==> config.mk <==
export PLATFORM = sky130hd
export DESIGN_NAME = olir_cell
export DESIGN_NICKNAME = d
export VERILOG_FILES = /design/src/rtl/ordered_list_insert_remove_macros.svh /design/src/rtl/olir_pkg.sv /design/src/rtl/olir_cell.sv
export SDC_FILE = /design/constraint.sdc
export NUM_CORES = 1
export LEC_CHECK = 0
export ABC_AREA = 1
export BUFFER_PORTS_ARGS = -buffer_cell sky130_fd_sc_hd__buf_2
export CORE_AREA = 2 2 114 116
export DETAILED_ROUTE_END_ITERATION = 16
export DIE_AREA = 0 0 116 118
export MAX_ROUTING_LAYER = met4
export PLACE_DENSITY_LB_ADDON = 0.2
export SETUP_SLACK_MARGIN = 0.1
export SLEW_MARGIN = 20
export SYNTH_ARGS = -nofsm -noshare
export SYNTH_HDL_FRONTEND = slang
export SYNTH_SLANG_ARGS = --single-unit
==> constraint.sdc <==
create_clock -name clk -period 3.6 [get_ports clk]
set_input_delay 0.54 -clock clk [delete_from_list [all_inputs] [get_ports clk]]
set_output_delay 0.54 -clock clk [all_outputs]
set_load 0.02 [all_outputs]
==> src/rtl/ordered_list_insert_remove_macros.svh <==
// Assertion macros for the ordered list block.
// Used by the top level; no other dependencies.
`ifndef ORDERED_LIST_INSERT_REMOVE_MACROS_SVH
`define ORDERED_LIST_INSERT_REMOVE_MACROS_SVH
`ifndef SYNTH
// Same-cycle implication, reset-qualified
`define OLIR_ASSERT_NOW(lbl, pre, post) \
	lbl: assert property (@(posedge clk) disable iff (!arst_n) (pre) |-> (post)) \
		else $error("olir: same-cycle check failed");
// Next-cycle implication, reset-qualified
`define OLIR_ASSERT_NEXT(lbl, pre, post) \
	lbl: assert property (@(posedge clk) disable iff (!arst_n) (pre) |=> (post)) \
		else $error("olir: next-cycle check failed");
`else
`define OLIR_ASSERT_NOW(lbl, pre, post)
`define OLIR_ASSERT_NEXT(lbl, pre, post)
`endif
`endif

==> src/rtl/olir_pkg.sv <==
// Package for the ordered list block: sizes, types, codes and helpers.
// No dependencies.
`timescale 1ns / 1ps

package olir_pkg;

	// Storage sizes
	localparam int unsigned CAPACITY   = 64;
	localparam int unsigned ELEM_WIDTH = 32;

	// Fixed field widths of the request and result
	localparam int unsigned CMD_W     = 3;
	localparam int unsigned POS_W     = 6;
	localparam int unsigned VAL_W     = 32;
	localparam int unsigned LEN_OUT_W = 7;
	localparam int unsigned STAT_W    = 2;

	// Derived widths
	localparam int unsigned IDX_W = (CAPACITY > 1) ? $clog2(CAPACITY) : 1;
	localparam int unsigned LEN_W = $clog2(CAPACITY + 1);
	localparam int unsigned CMP_W = (POS_W > LEN_W) ? POS_W : LEN_W;
	localparam int unsigned MIN_W = (ELEM_WIDTH < VAL_W) ? ELEM_WIDTH : VAL_W;

	typedef logic [IDX_W-1:0]      idx_t;
	typedef logic [LEN_W-1:0]      len_t;
	typedef logic [CMP_W-1:0]      cmp_t;
	typedef logic [ELEM_WIDTH-1:0] elem_t;
	typedef logic [VAL_W-1:0]      word_t;
	typedef logic [CMD_W-1:0]      cmd_t;
	typedef logic [POS_W-1:0]      pos_t;
	typedef logic [LEN_OUT_W-1:0]  len_out_t;
	typedef logic [STAT_W-1:0]     stat_t;

	// Command codes
	localparam cmd_t CMD_INSERT    = 3'd0;
	localparam cmd_t CMD_APPEND    = 3'd1;
	localparam cmd_t CMD_REMOVE    = 3'd2;
	localparam cmd_t CMD_READ      = 3'd3;
	localparam cmd_t CMD_OVERWRITE = 3'd4;
	localparam cmd_t CMD_SWAP      = 3'd5;

	// Status codes
	localparam stat_t STAT_OK    = 2'd0;
	localparam stat_t STAT_RANGE = 2'd1;
	localparam stat_t STAT_FULL  = 2'd2;

	// Operation broadcast along the row of cells
	typedef enum logic [2:0] {
		OP_NONE,
		OP_INSERT,
		OP_REMOVE,
		OP_WRITE,
		OP_SWAP
	} op_t;

	typedef struct packed {
		op_t   op;
		cmp_t  pos;
		cmp_t  pos2;
		elem_t val;
		elem_t swap_a;
		elem_t swap_b;
	} cell_cmd_t;

	// Request word to element width (zero fill or truncate)
	function automatic elem_t to_elem(input word_t v);
		elem_t r;
		r = '0;
		for (int i = 0; i < MIN_W; i++) begin
			r[i] = v[i];
		end
		return r;
	endfunction

	// Element to result word width (zero fill or truncate)
	function automatic word_t from_elem(input elem_t e);
		word_t r;
		r = '0;
		for (int i = 0; i < MIN_W; i++) begin
			r[i] = e[i];
		end
		return r;
	endfunction

endpackage

==> src/rtl/olir_cell.sv <==
// One storage cell of the list: holds one entry, shifts to/from neighbours.
// Depends on olir_pkg.
`timescale 1ns / 1ps

module olir_cell (
	input  logic                 clk,
	input  olir_pkg::idx_t       idx,
	input  olir_pkg::cell_cmd_t  cmd,
	input  olir_pkg::elem_t      prev_data,
	input  olir_pkg::elem_t      next_data,
	input  olir_pkg::cmp_t       rsel_a,
	input  olir_pkg::cmp_t       rsel_b,
	output olir_pkg::elem_t      data,
	output olir_pkg::elem_t      rd_a,
	output olir_pkg::elem_t      rd_b,
	output logic                 hit_a
);

	olir_pkg::elem_t data_q;
	olir_pkg::cmp_t  my_idx;
	logic            at_pos;
	logic            at_pos2;
	logic            above_pos;

	assign my_idx    = olir_pkg::cmp_t'(idx);
	assign at_pos    = (my_idx == cmd.pos);
	assign at_pos2   = (my_idx == cmd.pos2);
	assign above_pos = (my_idx > cmd.pos);

	// Entry update: shift up on insert, shift down on remove, load on write, exchange on swap
	always_ff @(posedge clk) begin
		case (cmd.op)
			olir_pkg::OP_INSERT: begin
				if (at_pos) begin
					data_q <= cmd.val;
				end else if (above_pos) begin
					data_q <= prev_data;
				end
			end
			olir_pkg::OP_REMOVE: begin
				if (at_pos || above_pos) begin
					data_q <= next_data;
				end
			end
			olir_pkg::OP_WRITE: begin
				if (at_pos) begin
					data_q <= cmd.val;
				end
			end
			olir_pkg::OP_SWAP: begin
				if (at_pos) begin
					data_q <= cmd.swap_b;
				end else if (at_pos2) begin
					data_q <= cmd.swap_a;
				end
			end
			default: begin
				data_q <= data_q;
			end
		endcase
	end

	// Read taps onto the two OR buses
	assign hit_a = (my_idx == rsel_a);
	assign rd_a  = hit_a ? data_q : '0;
	assign rd_b  = (my_idx == rsel_b) ? data_q : '0;
	assign data  = data_q;

endmodule

==> run summary <==
first-pass GRT wire length: 21.1 mm
Overflow after GRT: 0
Hold-fix buffers, CTS: 0
CTS clk-pin slew, worst paths: 0.06 ns
worst rel slew slack: 33.8%
Post-CTS Setup Bufs: 0
share of cells above drive strength 1: 47.1%
asr flop ratio synth: 0%
most common cell after layout, fill and taps aside: buf_2
crit path DAT: 3.12 ns
Filler Cell Count: 1363
Yosys warning count: 0
vias in the first global route: 4245
FP Rows: 41
HP Class: primary input to flop
maximum VDD drop: 0.136 mV
cell count after placement: 897
Setup Crit Path Kind: primary input to flop
M3 GR Usage: 3.14%
post-synthesis sequential area ratio: 28.5%
Clock Tree Root: clkbuf_16
H-tree Lvls: 2
via/cell ratio: 4.78
WHS Endpoint: data[17]
synthesized area: 0.00337 mm^2
Final GP Congestion: 0.881
unrepaired setup endpoints after global routing: false
minimum clock period: 3.11 ns
slowest stage cell, crit path: clkinv_2
Post-Place Setup Slack: 0.599 ns
Fin. Hold Viols: 0
Crit Path Max Fanout: 64
Worst Path Required: 3.61 ns
CP Launch Point: idx[4]
worst hold stages: 3
Mapped Avg Cell Area: 7.37 um^2
top post-synthesis cells by area: edfxtp_1, o21ai_1, a22oi_1
clock sinks: 32
Longest Clk Path Bufs: 2
status: finished, final reports clean
die area: 0.0137 mm^2
Synth cell types: 31
Initial Util: 27.2%
Mapped Cells: 458
vias post-DR: 4324
post_cts resized: 0
crit-path cells: buf_2, ha_1, nand2_1, nor2_2, nand2_2, clkinv_2, o21a_1, o21ai_1, nand3_1
CTS tree: built
pwr/cell area: 289 mW/mm^2
antenna violations before repair: 0
crit-path max cell delay: 0.85 ns
Setup TNS: 0 ns
GR Util met1: 23.0%
CTS Buf Count: 5
critical path endpoint category: flop
WL final: 14.3 mm
Final Setup Violations: 0
M2 GR Usage: 36.2%
drt first pass iters: 5
Chip Height: 118 um
number of synthesized flops with an enable pin: 32
Worst Tran Pin Value: 0.992 ns
routed len/inst: 15.8 um
leakage power: 0.00280 uW
HP Start: cmd[81]
CORE AREA: 0.0124 mm^2
fin area: 0.00507 mm^2
Syn Nets: 662
post-route insts no fill: 905
fin. max-slew vios: 0
Main synth FF type: edfxtp_1
DRC violation count after routing: 0
pin count of the biggest net entering global routing: 65
#FFs+latches synth: 32
max reg flops: 32
final net count: 936
Detailed Route Iter0 Violations: 300
total track usage: 20.0%
Yosys top cell area share: 28.5%
fin crit share: 86.4%
Final Worst Setup Slack: 0.491 ns
most used routing layer: met2
Die Width: 116 um
Buffers on Ports: 294
post-route ant nets: 0
startpoint types: primary input
placed inst area: 0.00491 mm^2
area growth from synthesis to layout: 50.3%
Final HPWL DP: 11.1 mm
# diodes: 0
most frequent cells in the layout: buf_2, nor2_1, o21ai_1
Max Cap Viol: 0
Synth area leader: edfxtp_1
Fmax achieved: 322 MHz
# IOs: 295
through the flow:
stage	utilization [%]	power (uW)	hold WS, ns
2_1_floorplan	-	765	0.748
3_3_place_gp	39.5	986	0.848
3_5_place_dp	39.5	989	0.857
4_1_cts	40.8	1490	0.571
5_1_grt	40.9	1550	0.583
6_report	40.9	1470	0.576
worst max path at each step:
stage | endpoint | slack (ns) | cells after the start
after floorplan | data[0] | 0.29 | 7
after global placement | data[3] | 0.62 | 10
after detailed placement | data[6] | 0.60 | 10
after CTS | rd_b[7] | 0.88 | 7
after global routing | data[3] | 0.25 | 9
final | data[30] | 0.49 | 9
layer usage:
layer	up-vias	routed length [um]	part of all wire [%]
li1	2130	-	-
met1	1982	5680	40
met2	196	7440	52
met3	16	932	6.5
met4	0	208	1.5
met5	-	0	0
Yosys cell counts, types with 2 or more instances:
cell type and instances:
clkbuf_1 2, nand2_1 30, buf_2 14, o21bai_1 32, o21ai_0 13, inv_1 52
xor2_1 3, nor2_1 58, nand3_2 3, buf_6 11, xnor2_1 3, a21oi_1 6
nand3_1 34, nor2_2 22, inv_2 5, ha_1 6, o21a_1 32, buf_1 3
edfxtp_1 32, nand2_2 2, a22oi_1 32, o21ai_1 54
critical path: cells and delay by family:
kind	cells	cell delay (ns)
and+or+nand+nor	4	0.66
AOI/OAI and AO/OA	2	0.55
buffers and inverters	2	0.99
adders and majority gates	1	0.33
cell families after synthesis:
family,Yosys count,synth area share [%]
xor gates and xnor gates,6,1.56
DFF,32,28.5
buffers and inverters,89,13.0
adders and majority gates,6,2.22
AOI/OAI and AO/OA,172,33.1
and+or+nand+nor,153,21.6
cell type report:
cell class                 instances  area [um^2]  share of cell area (%)
sequential                        32          961                    18.9
tap                              172          215                    4.24
multi-input combinational        337         2000                    39.4
clock buffer                       6          129                    2.54
timing repair buffer             298         1510                    29.8
inverter                          58          221                    4.37
clock inverter                     2         35.0                   0.691
report_power, final:
part / switching, uW / total (uW) / internal [uW]
sequential: 28.5 / 502 / 474
clock: 162 / 487 / 326
combinational: 277 / 476 / 199
Note: power is estimated with default switching activity, not from simulation.
