File: src/rtl/ordered_list_insert_remove_macros.svh
// Assertion macros for the ordered list block.
// Used by the top level; no other dependencies.
`ifndef ORDERED_LIST_INSERT_REMOVE_MACROS_SVH
`define ORDERED_LIST_INSERT_REMOVE_MACROS_SVH
`ifndef SYNTH
// Same-cycle implication, reset-qualified
`define OLIR_ASSERT_NOW(lbl, pre, post) \
	lbl: assert property (@(posedge clk) disable iff (!arst_n) (pre) |-> (post)) \
		else $error("olir: same-cycle check failed");
// Next-cycle implication, reset-qualified
`define OLIR_ASSERT_NEXT(lbl, pre, post) \
	lbl: assert property (@(posedge clk) disable iff (!arst_n) (pre) |=> (post)) \
		else $error("olir: next-cycle check failed");
`else
`define OLIR_ASSERT_NOW(lbl, pre, post)
`define OLIR_ASSERT_NEXT(lbl, pre, post)
`endif
`endif

File: src/rtl/olir_pkg.sv
// Package for the ordered list block: sizes, types, codes and helpers.
// No dependencies.
`timescale 1ns / 1ps

package olir_pkg;

	// Storage sizes
	localparam int unsigned CAPACITY   = 64;
	localparam int unsigned ELEM_WIDTH = 32;

	// Fixed field widths of the request and result
	localparam int unsigned CMD_W     = 3;
	localparam int unsigned POS_W     = 6;
	localparam int unsigned VAL_W     = 32;
	localparam int unsigned LEN_OUT_W = 7;
	localparam int unsigned STAT_W    = 2;

	// Derived widths
	localparam int unsigned IDX_W = (CAPACITY > 1) ? $clog2(CAPACITY) : 1;
	localparam int unsigned LEN_W = $clog2(CAPACITY + 1);
	localparam int unsigned CMP_W = (POS_W > LEN_W) ? POS_W : LEN_W;
	localparam int unsigned MIN_W = (ELEM_WIDTH < VAL_W) ? ELEM_WIDTH : VAL_W;

	typedef logic [IDX_W-1:0]      idx_t;
	typedef logic [LEN_W-1:0]      len_t;
	typedef logic [CMP_W-1:0]      cmp_t;
	typedef logic [ELEM_WIDTH-1:0] elem_t;
	typedef logic [VAL_W-1:0]      word_t;
	typedef logic [CMD_W-1:0]      cmd_t;
	typedef logic [POS_W-1:0]      pos_t;
	typedef logic [LEN_OUT_W-1:0]  len_out_t;
	typedef logic [STAT_W-1:0]     stat_t;

	// Command codes
	localparam cmd_t CMD_INSERT    = 3'd0;
	localparam cmd_t CMD_APPEND    = 3'd1;
	localparam cmd_t CMD_REMOVE    = 3'd2;
	localparam cmd_t CMD_READ      = 3'd3;
	localparam cmd_t CMD_OVERWRITE = 3'd4;
	localparam cmd_t CMD_SWAP      = 3'd5;

	// Status codes
	localparam stat_t STAT_OK    = 2'd0;
	localparam stat_t STAT_RANGE = 2'd1;
	localparam stat_t STAT_FULL  = 2'd2;

	// Operation broadcast along the row of cells
	typedef enum logic [2:0] {
		OP_NONE,
		OP_INSERT,
		OP_REMOVE,
		OP_WRITE,
		OP_SWAP
	} op_t;

	typedef struct packed {
		op_t   op;
		cmp_t  pos;
		cmp_t  pos2;
		elem_t val;
		elem_t swap_a;
		elem_t swap_b;
	} cell_cmd_t;

	// Request word to element width (zero fill or truncate)
	function automatic elem_t to_elem(input word_t v);
		elem_t r;
		r = '0;
		for (int i = 0; i < MIN_W; i++) begin
			r[i] = v[i];
		end
		return r;
	endfunction

	// Element to result word width (zero fill or truncate)
	function automatic word_t from_elem(input elem_t e);
		word_t r;
		r = '0;
		for (int i = 0; i < MIN_W; i++) begin
			r[i] = e[i];
		end
		return r;
	endfunction

endpackage

File: src/rtl/olir_ifs.sv
// Request and result channel interfaces of the ordered list block.
// Depends on olir_pkg.
`timescale 1ns / 1ps

interface olir_req_if;
	logic              valid;
	logic              ready;
	olir_pkg::cmd_t    command;
	olir_pkg::pos_t    position;
	olir_pkg::pos_t    other_position;
	olir_pkg::word_t   element_value;

	modport source (output valid, output command, output position,
		output other_position, output element_value, input ready);
	modport sink (input valid, input command, input position,
		input other_position, input element_value, output ready);
endinterface

interface olir_rsp_if;
	logic                valid;
	logic                ready;
	olir_pkg::word_t     read_value;
	olir_pkg::len_out_t  list_length;
	olir_pkg::stat_t     status;

	modport source (output valid, output read_value, output list_length,
		output status, input ready);
	modport sink (input valid, input read_value, input list_length,
		input status, output ready);
endinterface

File: src/rtl/olir_ctrl.sv
// Sequencer of the ordered list: range checks, length, result register.
// Depends on olir_pkg and the channel interfaces.
`timescale 1ns / 1ps

module olir_ctrl (
	input  logic                 clk,
	input  logic                 arst_n,
	olir_req_if.sink             request,
	olir_rsp_if.source           result,
	input  olir_pkg::elem_t      rd_a,
	input  olir_pkg::elem_t      rd_b,
	output olir_pkg::cmp_t       rsel_a,
	output olir_pkg::cmp_t       rsel_b,
	output olir_pkg::cell_cmd_t  cell_cmd
);

	localparam logic S_IDLE  = 1'b0;
	localparam logic S_APPLY = 1'b1;

	logic             state_q;
	logic             accept;
	logic             fire;
	olir_pkg::len_t   len_q;

	// Captured request
	olir_pkg::op_t    op_q;
	olir_pkg::cmp_t   tgt_q;
	olir_pkg::cmp_t   pos2_q;
	olir_pkg::elem_t  val_q;
	olir_pkg::elem_t  rda_q;
	olir_pkg::elem_t  rdb_q;
	olir_pkg::stat_t  stat_q;
	olir_pkg::word_t  rdv_q;
	olir_pkg::len_t   len_nx_q;

	// Result register
	logic               out_valid_q;
	olir_pkg::word_t    out_rd_q;
	olir_pkg::len_out_t out_len_q;
	olir_pkg::stat_t    out_stat_q;

	// Decode
	olir_pkg::cmp_t   pos_c;
	olir_pkg::cmp_t   pos2_c;
	olir_pkg::cmp_t   len_c;
	olir_pkg::cmp_t   cap_c;
	olir_pkg::cmp_t   tgt_d;
	olir_pkg::op_t    op_d;
	olir_pkg::stat_t  stat_d;
	olir_pkg::word_t  rdv_d;
	olir_pkg::len_t   len_d;

	assign accept = request.valid && request.ready;
	assign fire   = (state_q == S_APPLY) && (!out_valid_q || result.ready);

	assign request.ready = (state_q == S_IDLE);

	assign pos_c  = olir_pkg::cmp_t'(request.position);
	assign pos2_c = olir_pkg::cmp_t'(request.other_position);
	assign len_c  = olir_pkg::cmp_t'(len_q);
	assign cap_c  = olir_pkg::cmp_t'(olir_pkg::CAPACITY);

	// Read selects go straight to the cells during the accept cycle
	assign rsel_a = pos_c;
	assign rsel_b = pos2_c;

	// Range and capacity checks on the incoming request
	always_comb begin
		op_d   = olir_pkg::OP_NONE;
		stat_d = olir_pkg::STAT_OK;
		tgt_d  = pos_c;
		rdv_d  = '0;
		len_d  = len_q;
		case (request.command)
			olir_pkg::CMD_INSERT, olir_pkg::CMD_APPEND: begin
				if (request.command == olir_pkg::CMD_APPEND) begin
					tgt_d = len_c;
				end
				if (tgt_d > len_c) begin
					stat_d = olir_pkg::STAT_RANGE;
				end else if (len_c >= cap_c) begin
					stat_d = olir_pkg::STAT_FULL;
				end else begin
					op_d  = olir_pkg::OP_INSERT;
					len_d = olir_pkg::len_t'(len_q + 1'b1);
				end
			end
			olir_pkg::CMD_REMOVE: begin
				if (pos_c >= len_c) begin
					stat_d = olir_pkg::STAT_RANGE;
				end else begin
					op_d  = olir_pkg::OP_REMOVE;
					rdv_d = olir_pkg::from_elem(rd_a);
					len_d = olir_pkg::len_t'(len_q - 1'b1);
				end
			end
			olir_pkg::CMD_READ: begin
				if (pos_c >= len_c) begin
					stat_d = olir_pkg::STAT_RANGE;
				end else begin
					rdv_d = olir_pkg::from_elem(rd_a);
				end
			end
			olir_pkg::CMD_OVERWRITE: begin
				if (pos_c >= len_c) begin
					stat_d = olir_pkg::STAT_RANGE;
				end else begin
					op_d = olir_pkg::OP_WRITE;
				end
			end
			olir_pkg::CMD_SWAP: begin
				if ((pos_c >= len_c) || (pos2_c >= len_c)) begin
					stat_d = olir_pkg::STAT_RANGE;
				end else begin
					op_d = olir_pkg::OP_SWAP;
				end
			end
			default: begin
				op_d = olir_pkg::OP_NONE;
			end
		endcase
	end

	// Control state
	always_ff @(posedge clk or negedge arst_n) begin
		if (!arst_n) begin
			state_q     <= S_IDLE;
			len_q       <= '0;
			op_q        <= olir_pkg::OP_NONE;
			out_valid_q <= 1'b0;
		end else begin
			if (accept) begin
				state_q <= S_APPLY;
				op_q    <= op_d;
			end else if (fire) begin
				state_q <= S_IDLE;
				len_q   <= len_nx_q;
			end
			if (fire) begin
				out_valid_q <= 1'b1;
			end else if (result.ready) begin
				out_valid_q <= 1'b0;
			end
		end
	end

	// Request capture
	always_ff @(posedge clk) begin
		if (accept) begin
			tgt_q    <= tgt_d;
			pos2_q   <= pos2_c;
			val_q    <= olir_pkg::to_elem(request.element_value);
			rda_q    <= rd_a;
			rdb_q    <= rd_b;
			stat_q   <= stat_d;
			rdv_q    <= rdv_d;
			len_nx_q <= len_d;
		end
	end

	// Result payload
	always_ff @(posedge clk) begin
		if (fire) begin
			out_rd_q   <= rdv_q;
			out_len_q  <= olir_pkg::len_out_t'(len_nx_q);
			out_stat_q <= stat_q;
		end
	end

	// Broadcast to the cells only in the cycle the result is committed
	always_comb begin
		cell_cmd.op     = fire ? op_q : olir_pkg::OP_NONE;
		cell_cmd.pos    = tgt_q;
		cell_cmd.pos2   = pos2_q;
		cell_cmd.val    = val_q;
		cell_cmd.swap_a = rda_q;
		cell_cmd.swap_b = rdb_q;
	end

	assign result.valid       = out_valid_q;
	assign result.read_value  = out_rd_q;
	assign result.list_length = out_len_q;
	assign result.status      = out_stat_q;

endmodule
File: src/flat_wrapper.sv
// flat-port wrapper written by rule: the top's interface ports become plain ports
module olir_ctrl_flat 
  (clk, arst_n, rd_a, rd_b, rsel_a, rsel_b, cell_cmd, request_valid, request_command, request_position, request_other_position, request_element_value, request_ready, result_valid, result_read_value, result_list_length, result_status, result_ready);
  olir_req_if request_i ();
  olir_rsp_if result_i ();
  input  logic clk;
  input  logic arst_n;
  input  olir_pkg::elem_t rd_a;
  input  olir_pkg::elem_t rd_b;
  output olir_pkg::cmp_t rsel_a;
  output olir_pkg::cmp_t rsel_b;
  output olir_pkg::cell_cmd_t cell_cmd;
  input wire logic [$bits(request_i.valid)-1:0] request_valid;
  input wire logic [$bits(request_i.command)-1:0] request_command;
  input wire logic [$bits(request_i.position)-1:0] request_position;
  input wire logic [$bits(request_i.other_position)-1:0] request_other_position;
  input wire logic [$bits(request_i.element_value)-1:0] request_element_value;
  output wire logic [$bits(request_i.ready)-1:0] request_ready;
  output wire logic [$bits(result_i.valid)-1:0] result_valid;
  output wire logic [$bits(result_i.read_value)-1:0] result_read_value;
  output wire logic [$bits(result_i.list_length)-1:0] result_list_length;
  output wire logic [$bits(result_i.status)-1:0] result_status;
  input wire logic [$bits(result_i.ready)-1:0] result_ready;
  assign request_i.valid = request_valid;
  assign request_i.command = request_command;
  assign request_i.position = request_position;
  assign request_i.other_position = request_other_position;
  assign request_i.element_value = request_element_value;
  assign request_ready = request_i.ready;
  assign result_valid = result_i.valid;
  assign result_read_value = result_i.read_value;
  assign result_list_length = result_i.list_length;
  assign result_status = result_i.status;
  assign result_i.ready = result_ready;
  olir_ctrl u_core (.clk(clk), .arst_n(arst_n), .request(request_i), .result(result_i), .rd_a(rd_a), .rd_b(rd_b), .rsel_a(rsel_a), .rsel_b(rsel_b), .cell_cmd(cell_cmd));
endmodule
File: config.mk
export PLATFORM = sky130hd
export DESIGN_NAME = olir_ctrl_flat
export DESIGN_NICKNAME = d
export VERILOG_FILES = /design/src/rtl/ordered_list_insert_remove_macros.svh /design/src/rtl/olir_pkg.sv /design/src/rtl/olir_ifs.sv /design/src/rtl/olir_ctrl.sv /design/src/flat_wrapper.sv
export SDC_FILE = /design/constraint.sdc
export NUM_CORES = 1
export LEC_CHECK = 0
export BUFFER_PORTS_ARGS = -buffer_cell sky130_fd_sc_hd__buf_2
export CAP_MARGIN = 20
export CORE_UTILIZATION = 53
export DETAILED_ROUTE_END_ITERATION = 12
export GPL_TIMING_DRIVEN = 0
export PLACE_DENSITY = 0.85
export SYNTH_ARGS = -nofsm -noshare
export SYNTH_HDL_FRONTEND = slang
export SYNTH_SLANG_ARGS = --single-unit
File: constraint.sdc
create_clock -name clk -period 11.4 [get_ports clk]
set_input_delay 2.28 -clock clk [delete_from_list [all_inputs] [get_ports clk]]
set_output_delay 2.28 -clock clk [all_outputs]
set_load 0.01 [all_outputs]
==> impl_metrics.ini, run 1 <==
[timing]
finClkSkew_ps = 7.968
min_period_ps = 5165
finalCritPeriodShare_pct = 45.31
final_hold_viol_count = 0
holdWs_ps = 415.7
tns_ps = 0
fmax_ghz = 0.1936
relSlewSlack_pct = 55.84
rsz0062_at_grt = no
tightest_slew_ps = 662.4
setup_violations = 0
maxSlewViolCount = 0

[route]
via_per_inst = 5.180
wl_met2_um = 9442
drt_iter0_markers = 307
ant_nets = 0
wl_per_cell_um = 19.07
drc = 0
num_vias = 4776
highest_layer = met4
wl_met3_um = 1090
drt-total-wl_um = 17590
dr.pass1.iters = 4
met1_length_um = 6489

[clock_network]
hold_buffers = 0
htreeDepth = 1
cts.clk_slew.worst_paths_ps = 60
cts_buffer_depth = 3
cts_root_buffer = clkbuf_16
clock_latency_ps = 480
cts_tree = yes
cts_buffers = 21
post_cts_buffers = 0
cts_resized = 0
clock_sinks = 203

[floorplanning]
die_h_um = 121.1
die-area_um2 = 14660
core_um2 = 13880
io-pin-count = 285
start_util_pct = 54.16
num_rows = 43
die_width_um = 121.1

[global_routing]
gr-usage-all-layers_pct = 22.50
antenna_found_initial = 2
grt_pass1_wl_um = 24640
grt_start_max_net_pins = 88
grt_overflow_total = 0
grt_pass1_vias = 4595

[power_and_ir_drop]
p_total_w = 0.002310
vdd_drop_max_mv = 0.1132
powerDensity_nw_per_um2 = 234.5
leakagePower_nw = 4.097

[cells_and_area]
fill_cells = 947
final_common_cell = buf_2
drive_gt1_share_pct = 47.50
layout.nets = 860
syn_to_final_growth_pct = 31.06
multi_input_area_um2 = 1267
layout_common_cells = buf_2, edfxtp_1, and2_1, clkbuf_16, ha_1
design_area_um2 = 9852
post-route-util_pct = 70.98
seq_area_um2 = 6036

[yosys]
ys_warn_count = 0
yosysTopAreaCell = edfxtp_1
avgSynthCellArea_um2 = 17.94
synthCells = 419
yosys-top-cells-area = edfxtp_1, dfrtp_1, ha_1, and2_1, buf_4
synth_area_um2 = 7517
synth_edf_count = 191
synth_top_area_share_pct = 76.30
synth_cell_types = 50
synth-seq-cells = 203
yosysSeqAreaShare_pct = 80.29
async_reset_ff_share_pct = 5.911
synthFlopType = edfxtp_1

[setup_path]
cpMostUsedCell = buf_2
r2r_setup_slack_ps = 8770
worstSetupPathType = in2out
arrival_ps = 2880
start_kind = input pin
path_buf_inv = 2
crit_required_ps = 9120
critical-path-top-delay-family = simple AND/OR/NAND/NOR gates
path_max_fanout = 5
endpoint_kind = output pin
rr_worst_depth = 9
crit_cells = 4
critical_path.slowest_cell = and3_1
cp_cell_sequence = buf_2 -> nand2b_1 -> and3_1 -> buf_2
slowest_delay_ps = 200

[min_path]
hp-class = reg2reg
min_path_cells = 0

[placed_design]
dp_hpwl_um = 12490
portBuffers = 279
placed_area_um2 = 9208
place.gp.congestion = 0.8475

[job]
drv_cap = 0

[status]
status = complete, no violations
[cell type report]
type                       count  area share (%)
inverter                      14          0.5842
clock buffer                  29           5.740
buffer                        26           1.727
timing repair buffer         281           14.73
tap                          180           2.286
sequential                   203           61.26
multi-input combinational    178           12.87
clock inverter                 8          0.7239
antenna                        3         0.07620
[path summary, 6_finish.rpt]
path                                                     endpoint                           start
max                                                 cell_cmd[112]                    result_ready
min                        u_core.result.read_value[27]$_DFFE_PP_  u_core.rdv_q[27]$_SDFFCE_PP0P_
max reg2reg                        u_core.rdv_q[13]$_SDFFCE_PP0P_     u_core.len_c[3]$_DFFE_PN0P_
min reg2reg                u_core.result.read_value[27]$_DFFE_PP_  u_core.rdv_q[27]$_SDFFCE_PP0P_
max in group asynchronous             u_core.len_c[1]$_DFFE_PN0P_                          arst_n
min in group asynchronous         u_core.result.valid$_DFFE_PN0P_                          arst_n
[state kept, by name, indices dropped and copies added (netlist names), 32 cells and up]
signal / flops
u_core.rda_q: 32
u_core.rdb_q: 32
u_core.rdv_q: 32
u_core.result.read_value: 32
u_core.val_q: 32
[synth_stat cells (7+ instances only)]
cell and n:
edfxtp_1 191, nor2_1 9, dfrtp_1 12, and2_1 34, o21ai_0 9, mux2_2 10, buf_4 15, inv_1 14
nand2_1 16, and3_1 7, a21oi_1 11, ha_1 20
[power by group]
| group | leakage [nW] | total, W | internal [W] | switching [W] |
|---|---|---|---|---|
| clock network | 0.304 | 0.000630 | 0.000370 | 0.000260 |
| logic | 1.83 | 0.000566 | 0.000202 | 0.000364 |
| registers | 1.96 | 0.00111 | 0.00105 | 0.0000639 |
[worst reg2reg max path, cell delays in order (launching register included)]
cell,delay (ps)
dfrtp_1,330
clkbuf_1,310
inv_1,230
ha_1,240
a211oi_1,270
nor3_1,110
a21o_1,230
nor2_2,310
clkbuf_2,280
and2_1,180
[logic make-up (layout without fill, tap and decap cells)]
group,after synthesis,count (layout),synth area share (%)
compound gates,49,49,4.328
fa+ha+maj,20,20,3.329
buf+inv,40,358,2.946
simple gates,92,92,7.090
other cells,1,6,0.04989
flops,203,203,80.29
xor+xnor,4,4,0.4660
mux,10,10,1.498
[per-layer routing]
metal	up-vias	track usage (%)
met5	-	0
met4	0	9.645
met1	2324	26.22
li1	2186	-
met3	37	3.900
met2	229	40.71
[metrics by stage]
| stage | cells | setup WS (ps) |
|---|---|---|
| 6_report | 922 | 6235 |
| 3_5_place_dp | 882 | 6073 |
| 5_1_grt | 922 | 6206 |
| 2_1_floorplan | 421 | 5583 |
| 3_3_place_gp | 880 | 4478 |
| 4_1_cts | 919 | 6236 |
Power figures use the tool's default switching activity.
==> run 2, diff against run 1 <==
- CORE_UTILIZATION: 53 -> 44
- PLACE_DENSITY: 0.85 -> 0.76
- clock period: 11.4 -> 4.5 ns (I/O delays scaled with it)
==> run 2 against run 1 <==
Effect of this change:
- worst hold slack worse by 140 ps
- non-clock buffer count unchanged
- sequential share of layout area shrank 0.90 points
- combinational power grew to 2.5 times the previous value
- worst setup slack got worse by 5200 ps
- cell count is 4.3% higher
- global-route usage shrank 4.6 points
- die area grew 20%
- total power rose to 2.6 times the previous value
- core utilization decreased by 11 points
- largest cell class unchanged
==> impl_metrics.ini, run 2 (synthesized netlist as in run 1, its figures left out) <==
[route]
wl_per_cell_um = 16.53
drt-total-wl_um = 15900
drt_iter0_markers = 283
drc = 0
ant_nets = 0
via_per_inst = 4.841
num_vias = 4657
dr.pass1.iters = 4

[cells_and_area]
final_common_cell = buf_2
drive_gt1_share_pct = 47.98
antenna_cells = 0
syn_to_final_growth_pct = 33.02
post-route-util_pct = 60.09
layout_common_cells = buf_2, edfxtp_1, and2_1, clkbuf_16, ha_1
layout.nets = 861

[setup_path]
endpoint_kind = register
cp_cell_sequence = buf_2 -> nor2_1 -> and2_1 -> buf_2 -> mux2_2 -> ha_1 -> nand3_1 -> a21o_1 -> a31oi_1 -> a2bb2oi_1 -> xnor2_1
arrival_ps = 3740
critical-path-top-delay-family = compound AO/OA/AOI/OAI gates
critical_path.slowest_cell = a31oi_1
slowest_delay_ps = 400
path_buf_inv = 2
start_kind = input pin
worstSetupPathType = in2reg
path_max_fanout = 10
cpMostUsedCell = buf_2
crit_required_ps = 4740

[timing]
finalCritPeriodShare_pct = 77.83
tightest_slew_ps = 736.6
min_period_ps = 3502
maxSlewViolCount = 0
fmax_ghz = 0.2855
final_hold_viol_count = 0
relSlewSlack_pct = 50.90
setup_violations = 0
rsz0062_at_grt = no
finClkSkew_ps = 8.823

[placed_design]
dp_hpwl_um = 11340
portBuffers = 279
place.gp.congestion = 0.8535

[global_routing]
grt_overflow_total = 0
grt_pass1_vias = 4726
grt_start_max_net_pins = 90
antenna_found_initial = 0
gr-usage-all-layers_pct = 17.86
grt_pass1_wl_um = 24650

[power_and_ir_drop]
p_total_w = 0.006043
vdd_drop_max_mv = 0.4400
powerDensity_nw_per_um2 = 604.3
leakagePower_nw = 4.150

[clock_network]
cts.clk_slew.worst_paths_ps = 60
post_cts_buffers = 0
clock_sinks = 203
cts_root_buffer = clkbuf_16
htreeDepth = 1
clock_latency_ps = 490
cts_buffers = 22
cts_buffer_depth = 3
cts_tree = yes
hold_buffers = 0
cts_resized = 0

[floorplanning]
io-pin-count = 285
core_um2 = 16640
die_width_um = 132.7
start_util_pct = 45.17
die_h_um = 132.7
num_rows = 47
die-area_um2 = 17610

[job]
drv_cap = 0

[min_path]
hp-class = in2async

[status]
status = complete, no violations
[run 2: cell types whose count changed in the layout (fill, tap and decap cells not counted)]
cell,delta
clkinv_4,+1
clkbuf_8,-1
clkbuf_1,-2
clkinv_2,+1
clkbuf_16,+2
inv_8,+1
inv_6,-1
bufinv_16,+2
diode_2,-3
[run 2: cell type report]
cell class                      instances  area, um2
Buffer                                 26      170.2
Clock buffer                           28      594.3
Clock inverter                         12      147.6
Fill cell                            1274       6643
Inverter                               14      57.56
Multi-Input combinational cell        178       1267
Sequential cell                       203       6036
Tap cell                              220      275.3
Timing Repair Buffer                  281       1451
[run 2: worst paths after layout]
check | start | end | slack [ps] | cells after the start
max reg2reg | u_core.len_c[3]$_DFFE_PN0P_ | u_core.len_nx_q[4]$_DFFE_PP_ | 1910 | 8
min in group clk | u_core.rdv_q[3]$_SDFFCE_PP0P_ | u_core.result.read_value[3]$_DFFE_PP_ | 420 | 0
min | arst_n | u_core.op_q[1]$_DFFE_PN0P_ | 280 | 1
min reg2reg | u_core.rdv_q[3]$_SDFFCE_PP0P_ | u_core.result.read_value[3]$_DFFE_PP_ | 420 | 0
max | request_command[1] | u_core.len_nx_q[4]$_DFFE_PP_ | 1000 | 11
max in group asynchronous | arst_n | u_core.len_c[5]$_DFFE_PN0P_ | 4000 | 1
[run 2: metrics by stage]
step	worst slack (ps)	hold WS (ps)	TNS (ps)	instances	cell area, um2
5_1_grt	780.7	277.0	0	962	10000
3_5_place_dp	534.5	404.5	0	922	9258
2_1_floorplan	62.84	400.3	0	421	7525
6_report	997.7	276.5	0	962	10000
4_1_cts	1050	267.8	0	962	10000
3_3_place_gp	-1005	400.3	-149110	920	9196
[run 2: report_power, final]
part           internal, W  switching, W
sequential         0.00266      0.000154
combinational     0.000509      0.000908
clock              0.00111      0.000699
total              0.00428       0.00176
[run 2: worst reg2reg max path: cells and delay by family, from the launching register on]
| family | cells | cell delay, ps |
|---|---|---|
| flip-flops | 1 | 320 |
| adder cells (fa/ha/maj) | 1 | 330 |
| AO/OA/AOI/OAI | 3 | 910 |
| XOR/XNOR | 1 | 90 |
| AND/OR/NAND/NOR | 1 | 150 |
| buffers and inverters | 2 | 540 |
[run 2: metal layers]
metal | global-route usage [%] | up-vias | share of wire [%]
met4 | 7.344 | 0 | 3.4
met3 | 3.602 | 41 | 6.2
met5 | 0 | - | 0
met2 | 30.61 | 203 | 49
met1 | 22.17 | 2223 | 41
li1 | - | 2190 | -
==> run 3, diff against run 2 <==
- clock period: 4.5 -> 3 ns (I/O delays scaled with it)
==> run 3 against run 2 <==
Effect of this change:
- critical endpoint unchanged
- sequential power rose by 50%
- clock skew rose by 2.3 ps
- largest power group unchanged
- register-to-register slack got worse by 1500 ps
- sequential cell count did not move
- cell count fell by 0.10%
- largest cell class unchanged
- clock power rose by 35%
- combinational power rose by 52%
- sequential share of layout area rose by 0.12 points
- highest routed layer unchanged
- worst hold slack improved by 13 ps
==> impl_metrics.ini, run 3 (synthesized netlist as in run 1, its figures left out) <==
[power_and_ir_drop]
powerDensity_nw_per_um2 = 882.4
p_total_w = 0.008806
vdd_drop_max_mv = 0.4666
leakagePower_nw = 4.121

[timing]
maxSlewViolCount = 0
fmax_ghz = 0.3482
final_hold_viol_count = 0
finalCritPeriodShare_pct = 95.74
rsz0062_at_grt = no
finClkSkew_ps = 11.08
tns_ps = 0
min_period_ps = 2872
tightest_slew_ps = 670.1
holdWs_ps = 289.2
relSlewSlack_pct = 55.23
setup_violations = 0

[route]
highest_layer = met4
drc = 0
drt-total-wl_um = 15710
wl_met3_um = 1059
dr.pass1.iters = 4
num_vias = 4630
met1_length_um = 6175
wl_met2_um = 8134
via_per_inst = 4.818
wl_per_cell_um = 16.34
drt_iter0_markers = 287
ant_nets = 0

[clock_network]
cts_buffers = 21
htreeDepth = 1
cts_buffer_depth = 3
cts_root_buffer = clkbuf_16
clock_sinks = 203
clock_latency_ps = 480
cts_tree = yes
cts.clk_slew.worst_paths_ps = 60

[floorplanning]
die_width_um = 132.7
start_util_pct = 45.17
die_h_um = 132.7
die-area_um2 = 17610
num_rows = 47
io-pin-count = 285
core_um2 = 16640

[placed_design]
portBuffers = 279
placed_area_um2 = 9324
dp_hpwl_um = 11470
place.gp.congestion = 0.9130

[setup_path]
path_max_fanout = 10
worstSetupPathType = in2reg
endpoint_kind = register
arrival_ps = 3090
start_kind = input pin
crit_required_ps = 3220
r2r_setup_slack_ps = 440

[global_routing]
grt_pass1_wl_um = 24160
antenna_found_initial = 0
gr-usage-all-layers_pct = 17.63
grt_start_max_net_pins = 48
grt_pass1_vias = 4702
grt_overflow_total = 0

[job]
drv_cap = 0

[cells_and_area]
layout_common_cells = buf_2, edfxtp_1, and2_1, clkbuf_16, ha_1
antenna_cells = 0
design_area_um2 = 9980
final_common_cell = buf_2
drive_gt1_share_pct = 48.04
layout.nets = 863
syn_to_final_growth_pct = 32.76

[status]
status = complete, no violations

[min_path]
hp-class = in2reg
[run 3: cell types whose count changed in the layout (fill, tap and decap cells not counted), moves of 2 or more]
| cell | previous run | this run |
|---|---|---|
| buf_16 | 2 | 0 |
| clkinv_1 | 2 | 4 |
| buf_12 | 0 | 4 |
| clkbuf_16 | 23 | 21 |
| clkinv_2 | 3 | 1 |
[run 3: path summary, 6_finish.rpt]
| check | from | endpoint | depth (start not counted) |
|---|---|---|---|
| max | request_command[1] | u_core.len_nx_q[4]$_DFFE_PP_ | 11 |
| max in group asynchronous | arst_n | u_core.len_c[2]$_DFFE_PN0P_ | 2 |
| min in group asynchronous | arst_n | u_core.result.valid$_DFFE_PN0P_ | 2 |
| max reg2reg | u_core.len_c[3]$_DFFE_PN0P_ | u_core.rdv_q[14]$_SDFFCE_PP0P_ | 9 |
| min reg2reg | u_core.rdv_q[18]$_SDFFCE_PP0P_ | u_core.result.read_value[18]$_DFFE_PP_ | 0 |
| min | rd_b[12] | u_core.rdb_q[12]$_DFFE_PP_ | 1 |
[run 3: per-layer routing]
metal  vias to the layer above  track usage [%]
li1                       2194                -
met1                      2196            21.24
met2                       213            31.35
met3                        27            3.487
met4                         0            6.513
met5                         -                0
[run 3: critical path: stages]
cell and delay, ps:
buf_2 160, nor2_4 180, and2_1 230, buf_4 210
mux2_2 350, ha_1 310, nand3_1 180, a21o_1 240
a31oi_2 330, a2bb2oi_2 200, xnor2_1 90
[run 3: area by class of cell]
type / instances / area [um2]
clock inverters: 9 / 97.59
multi-input cells: 178 / 1308
well taps: 220 / 275.3
inverters: 14 / 56.30
plain buffers: 26 / 172.7
fillers: 1309 / 6663
clock buffers: 27 / 548.0
repair buffers: 284 / 1486
flip-flops and latches: 203 / 6036
[run 3: where the power goes]
part	internal (W)	switching, W	total [W]
Combinational	0.000789	0.00137	0.00216
Sequential	0.00399	0.000230	0.00422
Clock	0.00146	0.000976	0.00244
[run 3: what timing repair did]
item | in CTS | in global routing
buffers inserted | 0 | 0
hold buffers | 1 | 0
hold endpoints to repair | 12 | 0
resized for setup | 0 | 0
[run 3: per-stage QoR]
| step | setup WS, ps | std cells | utilization [%] |
|---|---|---|---|
| after global routing | 1.346 | 961 | 59.97 |
| after global placement | -1202 | 920 | 55.54 |
| after floorplan | -274.2 | 421 | - |
| after detailed placement | -319.0 | 924 | 56.03 |
| final | 127.8 | 961 | 59.97 |
| after CTS | 170.4 | 961 | 59.97 |
